===== src/sv/ubxp_pkg.sv =====
// ----------------------------------------------------------------------------
// UBX parser package
// Shared types, codes and constants of the UBX frame parser.
// ----------------------------------------------------------------------------
package ubxp_pkg;

    localparam int OFFSET_W = 17;
    localparam int QUEUE_DEPTH_DEFAULT = 2;

    localparam logic [7:0] SYNC_ONE = 8'hB5;
    localparam logic [7:0] SYNC_TWO = 8'h62;

    localparam logic [OFFSET_W-1:0] HEADER_BYTES    = 17'd6;
    localparam logic [OFFSET_W-1:0] OVERHEAD_BYTES  = 17'd8;
    localparam logic [OFFSET_W-1:0] LEN_LOW_OFFSET  = 17'd4;
    localparam logic [OFFSET_W-1:0] LEN_HIGH_OFFSET = 17'd5;
    localparam logic [OFFSET_W-1:0] MAX_FRAME_RESET = 17'd256;

    // Word index of the frame size limit register.
    localparam logic REG_MAX_FRAME = 1'b0;

    typedef enum logic [1:0] {
        PH_HUNT  = 2'd0,
        PH_SYNC2 = 2'd1,
        PH_BODY  = 2'd2,
        PH_CKB   = 2'd3
    } phase_t;

    typedef enum logic [2:0] {
        EV_DISCARD  = 3'd0,
        EV_SYNC     = 3'd1,
        EV_BODY     = 3'd2,
        EV_CKA      = 3'd3,
        EV_OK       = 3'd4,
        EV_BAD_CK   = 3'd5,
        EV_TOO_LONG = 3'd6,
        EV_RESET    = 3'd7
    } event_t;

    // How the back end derives the remaining byte count.
    typedef enum logic [1:0] {
        WANT_ONE    = 2'd0,
        WANT_HEADER = 2'd1,
        WANT_FRAME  = 2'd2
    } want_sel_t;

    typedef struct packed {
        event_t                event_code;
        logic [7:0]            data;
        logic [OFFSET_W-1:0]   offset;
        logic [OFFSET_W-1:0]   frame_len;
        want_sel_t             want_sel;
    } rec_t;

endpackage


===== src/sv/ubxp_front.sv =====
// ----------------------------------------------------------------------------
// UBX parser front end
// Accepts one byte per beat, tracks the frame state and classifies the byte.
// ----------------------------------------------------------------------------
module ubxp_front (
    input  logic                          clk,
    input  logic                          rst_n,
    input  logic                          accept,
    input  logic                          mode,
    input  logic [7:0]                    data_byte,
    input  logic [ubxp_pkg::OFFSET_W-1:0] max_frame,
    output ubxp_pkg::rec_t                rec
);
    import ubxp_pkg::*;

    phase_t              phase_reg, phase_next;
    logic [OFFSET_W-1:0] count_reg, count_next;
    logic [7:0]          len_low_reg, len_low_next;
    logic [OFFSET_W-1:0] frame_len_reg, frame_len_next;
    logic [7:0]          sum_a_reg, sum_a_next;
    logic [7:0]          sum_b_reg, sum_b_next;
    logic                cka_ok_reg, cka_ok_next;

    logic [7:0]          sum_a_add;
    logic [7:0]          sum_b_add;
    logic [OFFSET_W-1:0] new_len;
    logic [OFFSET_W-1:0] off_inc;
    logic                is_cka;
    logic                too_long;

    assign sum_a_add = sum_a_reg + data_byte;
    assign sum_b_add = sum_b_reg + sum_a_add;
    assign new_len   = {1'b0, data_byte, len_low_reg} + OVERHEAD_BYTES;
    assign off_inc   = count_reg + 17'd1;
    assign is_cka    = (count_reg >= HEADER_BYTES)
                     && (({1'b0, count_reg} + 18'd2) == {1'b0, frame_len_reg});
    assign too_long  = new_len > max_frame;

    always_ff @(posedge clk or negedge rst_n)
    begin
        if (!rst_n)
        begin
            phase_reg     <= PH_HUNT;
            count_reg     <= '0;
            len_low_reg   <= '0;
            frame_len_reg <= '0;
            sum_a_reg     <= '0;
            sum_b_reg     <= '0;
            cka_ok_reg    <= 1'b0;
        end
        else if (accept)
        begin
            phase_reg     <= phase_next;
            count_reg     <= count_next;
            len_low_reg   <= len_low_next;
            frame_len_reg <= frame_len_next;
            sum_a_reg     <= sum_a_next;
            sum_b_reg     <= sum_b_next;
            cka_ok_reg    <= cka_ok_next;
        end
    end

    // Next state of the parser.
    always_comb
    begin
        phase_next     = phase_reg;
        count_next     = count_reg;
        len_low_next   = len_low_reg;
        frame_len_next = frame_len_reg;
        sum_a_next     = sum_a_reg;
        sum_b_next     = sum_b_reg;
        cka_ok_next    = cka_ok_reg;
        if (mode)
        begin
            phase_next = PH_HUNT;
            count_next = '0;
        end
        else
        begin
            case (phase_reg)
                PH_HUNT:
                begin
                    if (data_byte == SYNC_ONE)
                    begin
                        phase_next = PH_SYNC2;
                        count_next = 17'd1;
                    end
                end
                PH_SYNC2:
                begin
                    if (data_byte == SYNC_TWO)
                    begin
                        phase_next = PH_BODY;
                        count_next = 17'd2;
                        sum_a_next = '0;
                        sum_b_next = '0;
                    end
                    else
                    begin
                        phase_next = PH_HUNT;
                        count_next = '0;
                    end
                end
                PH_BODY:
                begin
                    if (is_cka)
                    begin
                        cka_ok_next = (data_byte == sum_a_reg);
                        phase_next  = PH_CKB;
                        count_next  = off_inc;
                    end
                    else
                    begin
                        sum_a_next = sum_a_add;
                        sum_b_next = sum_b_add;
                        count_next = off_inc;
                        if (count_reg == LEN_LOW_OFFSET)
                        begin
                            len_low_next = data_byte;
                        end
                        if (count_reg == LEN_HIGH_OFFSET)
                        begin
                            frame_len_next = new_len;
                            if (too_long)
                            begin
                                phase_next = PH_HUNT;
                                count_next = '0;
                            end
                        end
                    end
                end
                PH_CKB:
                begin
                    phase_next = PH_HUNT;
                    count_next = '0;
                end
                default:
                begin
                    phase_next = PH_HUNT;
                    count_next = '0;
                end
            endcase
        end
    end

    // Classification of the current byte.
    always_comb
    begin
        rec.event_code = EV_DISCARD;
        rec.data       = data_byte;
        rec.offset     = '0;
        rec.frame_len  = frame_len_reg;
        rec.want_sel   = WANT_ONE;
        if (mode)
        begin
            rec.event_code = EV_RESET;
            rec.data       = 8'd0;
        end
        else
        begin
            case (phase_reg)
                PH_HUNT:
                begin
                    if (data_byte == SYNC_ONE)
                    begin
                        rec.event_code = EV_SYNC;
                        rec.want_sel   = WANT_HEADER;
                    end
                end
                PH_SYNC2:
                begin
                    if (data_byte == SYNC_TWO)
                    begin
                        rec.event_code = EV_SYNC;
                        rec.offset     = 17'd1;
                        rec.want_sel   = WANT_HEADER;
                    end
                end
                PH_BODY:
                begin
                    rec.offset = count_reg;
                    if (is_cka)
                    begin
                        rec.event_code = EV_CKA;
                    end
                    else if (count_reg == LEN_HIGH_OFFSET)
                    begin
                        rec.frame_len = new_len;
                        if (too_long)
                        begin
                            rec.event_code = EV_TOO_LONG;
                        end
                        else
                        begin
                            rec.event_code = EV_BODY;
                            rec.want_sel   = WANT_FRAME;
                        end
                    end
                    else if (count_reg < HEADER_BYTES)
                    begin
                        rec.event_code = EV_BODY;
                        rec.want_sel   = WANT_HEADER;
                    end
                    else
                    begin
                        rec.event_code = EV_BODY;
                        rec.want_sel   = WANT_FRAME;
                    end
                end
                PH_CKB:
                begin
                    rec.offset = count_reg;
                    if (cka_ok_reg && (data_byte == sum_b_reg))
                    begin
                        rec.event_code = EV_OK;
                    end
                    else
                    begin
                        rec.event_code = EV_BAD_CK;
                    end
                end
                default:
                begin
                    rec.event_code = EV_DISCARD;
                end
            endcase
        end
    end

endmodule


===== src/sv/ubxp_queue.sv =====
// ----------------------------------------------------------------------------
// UBX parser queue
// Small first-in first-out buffer of classified bytes between the two ends.
// ----------------------------------------------------------------------------
module ubxp_queue #(
    parameter int DEPTH = ubxp_pkg::QUEUE_DEPTH_DEFAULT
) (
    input  logic           clk,
    input  logic           rst_n,
    input  logic           push,
    input  ubxp_pkg::rec_t wr_rec,
    input  logic           pop,
    output ubxp_pkg::rec_t rd_rec,
    output logic           not_empty,
    output logic           full
);
    import ubxp_pkg::*;

    localparam int PTR_W = (DEPTH > 1) ? $clog2(DEPTH) : 1;
    localparam int CNT_W = $clog2(DEPTH + 1);

    rec_t             entries_reg [DEPTH];
    logic [PTR_W-1:0] wr_ptr_reg, wr_ptr_next;
    logic [PTR_W-1:0] rd_ptr_reg, rd_ptr_next;
    logic [CNT_W-1:0] count_reg, count_next;

    assign not_empty = (count_reg != '0);
    assign full      = (count_reg == CNT_W'(DEPTH));
    assign rd_rec    = entries_reg[rd_ptr_reg];

    always_comb
    begin
        wr_ptr_next = wr_ptr_reg;
        rd_ptr_next = rd_ptr_reg;
        count_next  = count_reg;
        if (push)
        begin
            wr_ptr_next = (wr_ptr_reg == PTR_W'(DEPTH - 1)) ? '0 : wr_ptr_reg + 1'b1;
        end
        if (pop)
        begin
            rd_ptr_next = (rd_ptr_reg == PTR_W'(DEPTH - 1)) ? '0 : rd_ptr_reg + 1'b1;
        end
        if (push && !pop)
        begin
            count_next = count_reg + 1'b1;
        end
        else if (pop && !push)
        begin
            count_next = count_reg - 1'b1;
        end
    end

    always_ff @(posedge clk or negedge rst_n)
    begin
        if (!rst_n)
        begin
            wr_ptr_reg <= '0;
            rd_ptr_reg <= '0;
            count_reg  <= '0;
        end
        else
        begin
            wr_ptr_reg <= wr_ptr_next;
            rd_ptr_reg <= rd_ptr_next;
            count_reg  <= count_next;
        end
    end

    always_ff @(posedge clk)
    begin
        if (push)
        begin
            entries_reg[wr_ptr_reg] <= wr_rec;
        end
    end

endmodule


===== src/sv/ubxp_back.sv =====
// ----------------------------------------------------------------------------
// UBX parser back end
// Derives the remaining byte count and holds the result beat until taken.
// ----------------------------------------------------------------------------
module ubxp_back (
    input  logic                          clk,
    input  logic                          rst_n,
    input  ubxp_pkg::rec_t                rec,
    input  logic                          rec_valid,
    output logic                          rec_pop,
    output logic                          result_valid,
    input  logic                          result_ready,
    output logic [2:0]                    event_res,
    output logic [7:0]                    byte_out,
    output logic [ubxp_pkg::OFFSET_W-1:0] frame_offset,
    output logic [ubxp_pkg::OFFSET_W-1:0] bytes_wanted
);
    import ubxp_pkg::*;

    logic                valid_reg;
    event_t              event_reg;
    logic [7:0]          byte_reg;
    logic [OFFSET_W-1:0] offset_reg;
    logic [OFFSET_W-1:0] want_reg;
    logic [OFFSET_W-1:0] want_next;
    logic [OFFSET_W-1:0] off_inc;

    assign rec_pop = rec_valid && (!valid_reg || result_ready);
    assign off_inc = rec.offset + 17'd1;

    always_comb
    begin
        case (rec.want_sel)
            WANT_HEADER: want_next = HEADER_BYTES - off_inc;
            WANT_FRAME:
            begin
                // Past the end of the announced frame the count saturates at one.
                if (rec.frame_len > off_inc)
                begin
                    want_next = rec.frame_len - off_inc;
                end
                else
                begin
                    want_next = 17'd1;
                end
            end
            default:     want_next = 17'd1;
        endcase
    end

    always_ff @(posedge clk or negedge rst_n)
    begin
        if (!rst_n)
        begin
            valid_reg <= 1'b0;
        end
        else if (rec_pop)
        begin
            valid_reg <= 1'b1;
        end
        else if (result_ready)
        begin
            valid_reg <= 1'b0;
        end
    end

    always_ff @(posedge clk)
    begin
        if (rec_pop)
        begin
            event_reg  <= rec.event_code;
            byte_reg   <= rec.data;
            offset_reg <= rec.offset;
            want_reg   <= want_next;
        end
    end

    assign result_valid = valid_reg;
    assign event_res    = event_reg;
    assign byte_out     = byte_reg;
    assign frame_offset = offset_reg;
    assign bytes_wanted = want_reg;

endmodule


===== src/sv/ubx_frame_parser_core.sv =====
// ----------------------------------------------------------------------------
// UBX frame parser core
// Deframes a UBX byte stream and reports one classified event per byte.
// ----------------------------------------------------------------------------
// Usage:
// The item channel (item_valid/item_ready) takes one beat per received byte:
// mode 0 carries data_byte, mode 1 returns the parser to hunting for sync.
// Every accepted beat produces exactly one beat on the result channel
// (result_valid/result_ready): the event code, the byte, its offset in the
// frame and the number of bytes still needed to finish the header or, once
// the length is known, the frame. result_valid is registered: the front end
// classifies the byte in the accept cycle and writes it into the queue, and
// the back end moves it into the output register when that is empty or taken.
// Throughput is one byte per cycle while the queue has room.
// When the receiver stalls, the output register holds its beat and the
// queue (QUEUE_DEPTH entries) absorbs further bytes; item_ready drops only
// when the queue is full. Reset clears the parser to hunting, empties the
// queue and output, and sets max_frame_bytes to 256. The APB register at
// byte address 0 is max_frame_bytes; write it only while the block is idle.
// ----------------------------------------------------------------------------
module ubx_frame_parser_core #(
    parameter int QUEUE_DEPTH = ubxp_pkg::QUEUE_DEPTH_DEFAULT
) (
    input  logic                          clk,
    input  logic                          rst_n,
    // APB configuration port
    input  logic                          psel,
    input  logic                          penable,
    input  logic                          pwrite,
    input  logic [2:0]                    paddr,
    input  logic [31:0]                   pwdata,
    output logic [31:0]                   prdata,
    output logic                          pready,
    // Item channel
    input  logic                          item_valid,
    output logic                          item_ready,
    input  logic                          mode,
    input  logic [7:0]                    data_byte,
    // Result channel
    output logic                          result_valid,
    input  logic                          result_ready,
    output logic [2:0]                    event_res,
    output logic [7:0]                    byte_out,
    output logic [ubxp_pkg::OFFSET_W-1:0] frame_offset,
    output logic [ubxp_pkg::OFFSET_W-1:0] bytes_wanted
);
    import ubxp_pkg::*;

    logic [OFFSET_W-1:0] max_frame_reg;
    logic                reg_sel;
    logic                item_accept;
    logic                queue_full;
    logic                queue_not_empty;
    logic                queue_pop;
    rec_t                front_rec;
    rec_t                queue_rec;

    // Configuration: bit 2 of the byte address selects the register word.
    // The low two address bits pick a byte lane and are not decoded.
    assign pready  = 1'b1;
    assign reg_sel = (paddr[2] == REG_MAX_FRAME);
    assign prdata  = reg_sel ? {15'd0, max_frame_reg} : 32'd0;

    always_ff @(posedge clk or negedge rst_n)
    begin
        if (!rst_n)
        begin
            max_frame_reg <= MAX_FRAME_RESET;
        end
        else if (psel && penable && pwrite && pready && reg_sel)
        begin
            max_frame_reg <= pwdata[OFFSET_W-1:0];
        end
    end

    // The front end takes a byte whenever the queue has room.
    assign item_ready  = !queue_full;
    assign item_accept = item_valid && item_ready;

    ubxp_front u_front (
        .clk       (clk),
        .rst_n     (rst_n),
        .accept    (item_accept),
        .mode      (mode),
        .data_byte (data_byte),
        .max_frame (max_frame_reg),
        .rec       (front_rec)
    );

    ubxp_queue #(
        .DEPTH (QUEUE_DEPTH)
    ) u_queue (
        .clk       (clk),
        .rst_n     (rst_n),
        .push      (item_accept),
        .wr_rec    (front_rec),
        .pop       (queue_pop),
        .rd_rec    (queue_rec),
        .not_empty (queue_not_empty),
        .full      (queue_full)
    );

    ubxp_back u_back (
        .clk          (clk),
        .rst_n        (rst_n),
        .rec          (queue_rec),
        .rec_valid    (queue_not_empty),
        .rec_pop      (queue_pop),
        .result_valid (result_valid),
        .result_ready (result_ready),
        .event_res    (event_res),
        .byte_out     (byte_out),
        .frame_offset (frame_offset),
        .bytes_wanted (bytes_wanted)
    );

    // Every terminal or non-frame event asks for exactly one more byte.
    a_terminal_want_one: assert property (@(posedge clk) disable iff (!rst_n)
        result_valid && (event_res != EV_SYNC) && (event_res != EV_BODY)
        |-> (bytes_wanted == 17'd1))
        else $error("terminal event with bytes_wanted other than one");

    // A reset beat carries zero payload at frame offset zero.
    a_reset_beat: assert property (@(posedge clk) disable iff (!rst_n)
        result_valid && (event_res == EV_RESET)
        |-> (byte_out == 8'd0) && (frame_offset == '0))
        else $error("reset event with nonzero byte or offset");

    // Discarded bytes never sit inside a frame.
    a_discard_offset: assert property (@(posedge clk) disable iff (!rst_n)
        result_valid && (event_res == EV_DISCARD) |-> (frame_offset == '0))
        else $error("discarded byte with nonzero frame offset");

    // A completed frame is at least the minimum frame size long.
    a_frame_end_offset: assert property (@(posedge clk) disable iff (!rst_n)
        result_valid && ((event_res == EV_OK) || (event_res == EV_BAD_CK))
        |-> (frame_offset >= 17'd7))
        else $error("frame end reported before the minimum frame size");

endmodule

===== config.mk =====
export PLATFORM = sky130hd
export DESIGN_NAME = ubx_frame_parser_core
export DESIGN_NICKNAME = d
export VERILOG_FILES = /design/src/sv/ubxp_pkg.sv /design/src/sv/ubxp_front.sv /design/src/sv/ubxp_queue.sv /design/src/sv/ubxp_back.sv /design/src/sv/ubx_frame_parser_core.sv
export SDC_FILE = /design/constraint.sdc
export NUM_CORES = 1
export LEC_CHECK = 0
export ABC_AREA = 1
export BUFFER_PORTS_ARGS = -buffer_cell sky130_fd_sc_hd__buf_2
export CAP_MARGIN = 20
export CORE_MARGIN = 5
export CORE_UTILIZATION = 30
export DETAILED_ROUTE_END_ITERATION = 12
export GPL_TIMING_DRIVEN = 0
export SYNTH_ARGS = -nofsm -noshare
export SYNTH_HDL_FRONTEND = slang
export SYNTH_SLANG_ARGS = --single-unit

===== constraint.sdc =====
create_clock -name clk -period 3.5 [get_ports clk]
set_input_delay 0.525 -clock clk [delete_from_list [all_inputs] [get_ports clk]]
set_output_delay 0.525 -clock clk [all_outputs]
set_load 0.02 [all_outputs]

# After elaboration in Yosys (flattened, before gate mapping)
# Memories as Yosys holds them, arrays and structs flattened.
# Index checks and enable logic that the tools add are counted.
# word_totals
out_inout_bits,80
in_bits,51
register_bits,128
n_memories,1
latchBits,0
ram_bits,94
romBits,0
# mem_list
memory,words,width,read_ports,rd_clocked_by_memory_dff,write_ports,line_no,text
u_queue.entries_reg,2,47,1,0,1,ubxp_queue.sv:22,rec_t entries_reg [DEPTH];
# op_classes
n_bitwise,3
div,0
add_sub_neg,12
n_lt_le_gt_ge,4
reduce_logical,26
n_mux,51
n_eq_ne,18
mul,0
shifts,0
# ops
operator,count
$mux 17,9
$pmux 17 s2,2
$pmux 17 s4,1
$mux 36,1
$add 17x1->17 const B,2
$eq 17x3->1 const B,2
$gt 17x17->1,2
$mux 8,4
$pmux 8 s2,2
$mux 2,12
$mux 19,1
$add 17x2->18 const B,1
$eq 18x17->1,1
$add 16x4->17 const B,1
$ge 17x3->1 const B,1
$lt 17x3->1 const B,1
$sub 17x17->17,1
$sub 3x17->17 const A,1
$add 8x8->8,2
$eq 8x8->1,2
$mux 1,12
$mux 3,4
$pmux 3 s4,1
$reduce_and 4->1,3
other kinds (22),45

# Logic depth before layout (Yosys ltp)
# depth
ltp_word,7
ltp_mapped,21

# Hierarchy
# A second synthesis with hierarchy kept.
# hier_totals
hier_cells,1649
area_unflattened_um2,13838.3
# by_module_without_submodules
mod,seq_area_each_um2,area_per_inst_um2,cells_per_inst,n_inst
ubxp_front,1526.5,5691.7,888,1
ubxp_queue,2922.8,3677.3,171,1
ubxp_back,1376.3,3480.8,457,1
ubx_frame_parser_core,426.7,988.4,133,1

# Worst setup path before layout
# Ideal clock, no wire load.
# synth_path
path_type,reg2reg
startpoint,reg u_back.valid_reg (netlist: u_back.result_valid)
endpoint,reg u_queue.count_reg[1]
setup_time_ns,0.131
setup_slack_ns,-0.442
path_stages_with_launch,9
arrival_ns,3.812
path_cell_list,dfrtp_1 -> inv_1 -> nor2_1 -> a21oi_1 -> inv_1 -> ha_1 -> a21oi_1 -> o21ai_0 -> xor2_1
# synth_between
elab_chain_len,6
word_cells_on_any_way,8
cone_classes,mux: 1; reduce/logical: 7
# synth_rtl
element,line_no,text
"start, declared",ubxp_back.sv:20,logic valid_reg;
"start signal, assigned",ubxp_back.sv:55,valid_reg <= 1'b0;
"start signal, assigned",ubxp_back.sv:59,valid_reg <= 1'b1;
"start signal, assigned",ubxp_back.sv:63,valid_reg <= 1'b0;
$logic_not 1->1 (*),ubxp_back.sv:28,assign rec_pop = rec_valid && (!valid_reg || result_ready);
$logic_or 1x1->1 (*),ubxp_back.sv:28,
$logic_and 1x1->1 (*),ubxp_back.sv:28,
net queue_pop,ubx_frame_parser_core.sv:54,logic queue_pop;
$logic_not 1->1,ubxp_queue.sv:44,if (push && !pop)
$logic_and 1x1->1,ubxp_queue.sv:44,
$mux 2 / $reduce_bool 2->1 (equally long branches),--,
"end signal, assigned",ubxp_queue.sv:66,count_reg <= count_next;
"end, declared",ubxp_queue.sv:25,"logic [CNT_W-1:0] count_reg, count_next;"
# Mark *: on every way through the listed nets, which the timed path passes. The rest lies on a longest branch.
# A chain may end at the register's enable or synchronous reset.

==> metrics.cfg <==
[run_status]
status = finished clean

[routing]
drt_iter0_drc = 718
wl_mm = 39.20
dr_wl_met2_mm = 18.86
routedWlPerCell_um = 16.06
viasPerCell = 4.764
ant_nets = 0
drcViolationCount = 0
maxUsedRoutingLayer = met5
drt_first_pass_iters = 7
vias = 11630
wl_met3_mm = 1.858
wl_met1_mm = 17.44

[worst_setup_path]
cp.arrival_ns = 3.70
cp_common_cell = nand2_1
path_cells = buf_6, nand2_1, nand2_4, ha_4, nand2_1, nor2_4, nand2_1, nand2_1, nand2_4, ha_4, nand2_1, inv_1, a21boi_2, nand2_1, nand3_1, o211ai_1, nand2_1, inv_2, buf_6, o211ai_1, a21oi_1
reg2reg_slack_ns = 0.05
path_buf_inv = 4
crit_fanout = 10
path_delay_family = simple AND/OR/NAND/NOR gates
slowest_stage = dfrtp_1
cpPeakStageDelay_ns = 0.43
cp-end-kind = flip-flop
worstSetupStartpointType = flip-flop
crit_type = flip-flop to flip-flop
cp.required_ns = 3.75

[die]
die-area_mm2 = 0.05035
floorplan.initialDensity_pct = 30.38
die_h_um = 224.4
die_width_um = 224.4
rows = 78
pin_count = 131
core_mm2 = 0.04538

[global_route]
grt_max_degree = 55
grt_use_total_pct = 14.90
antenna_found_initial = 1
overflow = 0
grt_pass1_vias = 11140
grt_pass1_wl_mm = 60.61

[final_layout]
final_cell_mix = 393 x nand2_1, 194 x inv_1, 139 x edfxtp_1
finish.instance_area_mm2 = 0.01686
drive_gt1_share_pct = 19.77
final_common_cell = nand2_1
nets = 1940
syn2layout_area_growth_pct = 22.29
largest_reg_flops = 94
fill_cells = 4607
final_core_utilization_pct = 37.15
diodes = 0

[sta]
fin_skew_ns = 0.04067
slew_viol_final = 0
worst_pin_slew_ns = 0.7617
slew_headroom_pct = 49.11
fin_hold_ws_ns = 0.1537
hold_violations = 0
finalCritPeriodShare_pct = 98.67
setup_viol = 0
setup_tns_ns = 0
fmax_ghz = 0.2896
finalCriticalPeriod_ns = 3.453

[yosys]
synth_cell_types = 52
yosysWarnings = 0
synth_area_leaders = edfxtp_1 30%, dfrtp_1 15%, nand2_1 11%
synth_seq_cells = 222
syn_area_per_cell_um2 = 8.316
postSynthCellCount = 1658
syn-cell-area_mm2 = 0.01379
yosysTopAreaCell = edfxtp_1
synth_top_cell_area_share_pct = 30.27
yosysSeqAreaShare_pct = 45.34

[cts]
clock_path_buffers = 3
cts_buffers = 26
cts.sink_count = 222
path_clk_slew_ns = 0.06
insertion_delay_ns = 0.56
root_buffer = clkbuf_16
cts_tree = built
htree_levels = 1

[pwr]
p_leak_nw = 7.449
seq_power_share_pct = 28.6
max-vdd-ir-drop_mv = 0.7101
p_comb_share_pct = 49.6
p_clk_share_pct = 21.8
p_int_mw = 7.600
switching_share_pct = 42.16
pwr_density_cell_mw_per_mm2 = 779.2
p_switching_mw = 5.539

[placement]
gp_congestion = 0.9000
dp_hpwl_mm = 30.22
place_area_mm2 = 0.01518
port_buffers = 95

[min_path]
hold_path_class = primary input to flip-flop

[job]
maxCapViolations = 0

[final timing paths]
| check | start | end | depth (start not counted) |
|---|---|---|---|
| worst min register to register | u_queue.count_reg[0] | u_queue.count_reg[0] | 1 |
| worst max-delay path | u_queue.rd_ptr_reg | u_back.bytes_wanted[6] | 21 |
| worst min-delay path | result_ready | u_back.result_valid | 2 |
| max in group asynchronous | rst_n | u_front.count_reg[5] | 3 |
| worst max register to register | u_queue.rd_ptr_reg | u_back.bytes_wanted[6] | 21 |
| min in group asynchronous | rst_n | max_frame_reg[16] | 2 |
[logic make-up after synthesis]
| kind of cell | share of synthesized area (%) |
|---|---|
| AND/OR/NAND/NOR | 25.14 |
| flip-flops | 45.34 |
| AO/OA/AOI/OAI | 10.54 |
| adder cells (fa/ha/maj) | 6.334 |
| buffers and inverters | 8.512 |
| XOR/XNOR | 4.002 |
| other | 0.05447 |
| multiplexers | 0.07260 |
[through the flow]
stage | setup slack, ns | power (mW) | cells
floorplan | 0.2968 | 7.501 | 1672
global placement | -0.7751 | 9.128 | 2367
detailed placement | -0.7262 | 9.197 | 2371
CTS | 0.005238 | 12.53 | 2423
global route | -0.09453 | 13.97 | 2441
finish | 0.04669 | 13.14 | 2441
[metal layers]
metal	GRT usage (%)	vias to the layer above
li1	-	5809
met1	19.70	5483
met2	25.29	277
met3	2.127	58
met4	4.832	2
met5	0	-
[power by group through the flow]
stage               Clock [mW]  Sequential (mW)  Combinational [mW]
floorplan                    0             4.18                3.32
global placement             0             3.85                5.28
detailed placement           0             3.81                5.38
CTS                       2.95             3.77                5.82
global route              3.05             3.82                7.10
finish                    2.87             3.76                6.51
[final cells by class]
class | count | area (µm²) | share of cell area (%)
clock inverters | 14 | 222.7 | 1.321
flip-flops and latches | 222 | 6252 | 37.08
well taps | 600 | 750.7 | 4.452
plain buffers | 64 | 466.7 | 2.768
multi-input cells | 1181 | 6940 | 41.16
repair buffers | 121 | 768.2 | 4.556
inverters | 205 | 769.5 | 4.564
clock buffers | 34 | 690.7 | 4.096
[Yosys cell counts (all sizes together)]
cell,number
nand2,437
inv,203
nor2,160
edfxtp,139
o21ai,103
a21oi,100
nand3,87
dfrtp,82
ha,65
buf,41
nand4,41
xor2,41
nor3,31
clkbuf,23
xnor2,22
o211ai,12
o22ai,10
or2,9
o21a,8
nor4,6
o21bai,5
a21boi,3
a21o,3
a31oi,3
fa,3
nand3b,3
nor3b,3
o31ai,3
clkinv,2
conb,2
o2111ai,2
and3,1
dfstp,1
mux2i,1
nand2b,1
o41ai,1
or3,1
[what timing repair did]
action | 4_1_cts | 5_1_grt
gates resized for setup | 57 | 75
hold buffers | 1 | 0
gates cloned | 0 | 3
hold endpoints to repair | 28 | 0
setup endpoints to repair | 17 | 23
buffers inserted | 3 | 15
pin swaps | 2 | 21
[worst register-to-register path: cells and delay by family, from the launching register on]
| family | cells | cell delay [ns] |
|---|---|---|
| flops | 1 | 0.43 |
| fa+ha+maj | 2 | 0.43 |
| compound gates | 4 | 0.55 |
| simple gates | 11 | 1.22 |
| buf+inv | 4 | 0.54 |
Note: power is estimated with default switching activity, not from simulation.
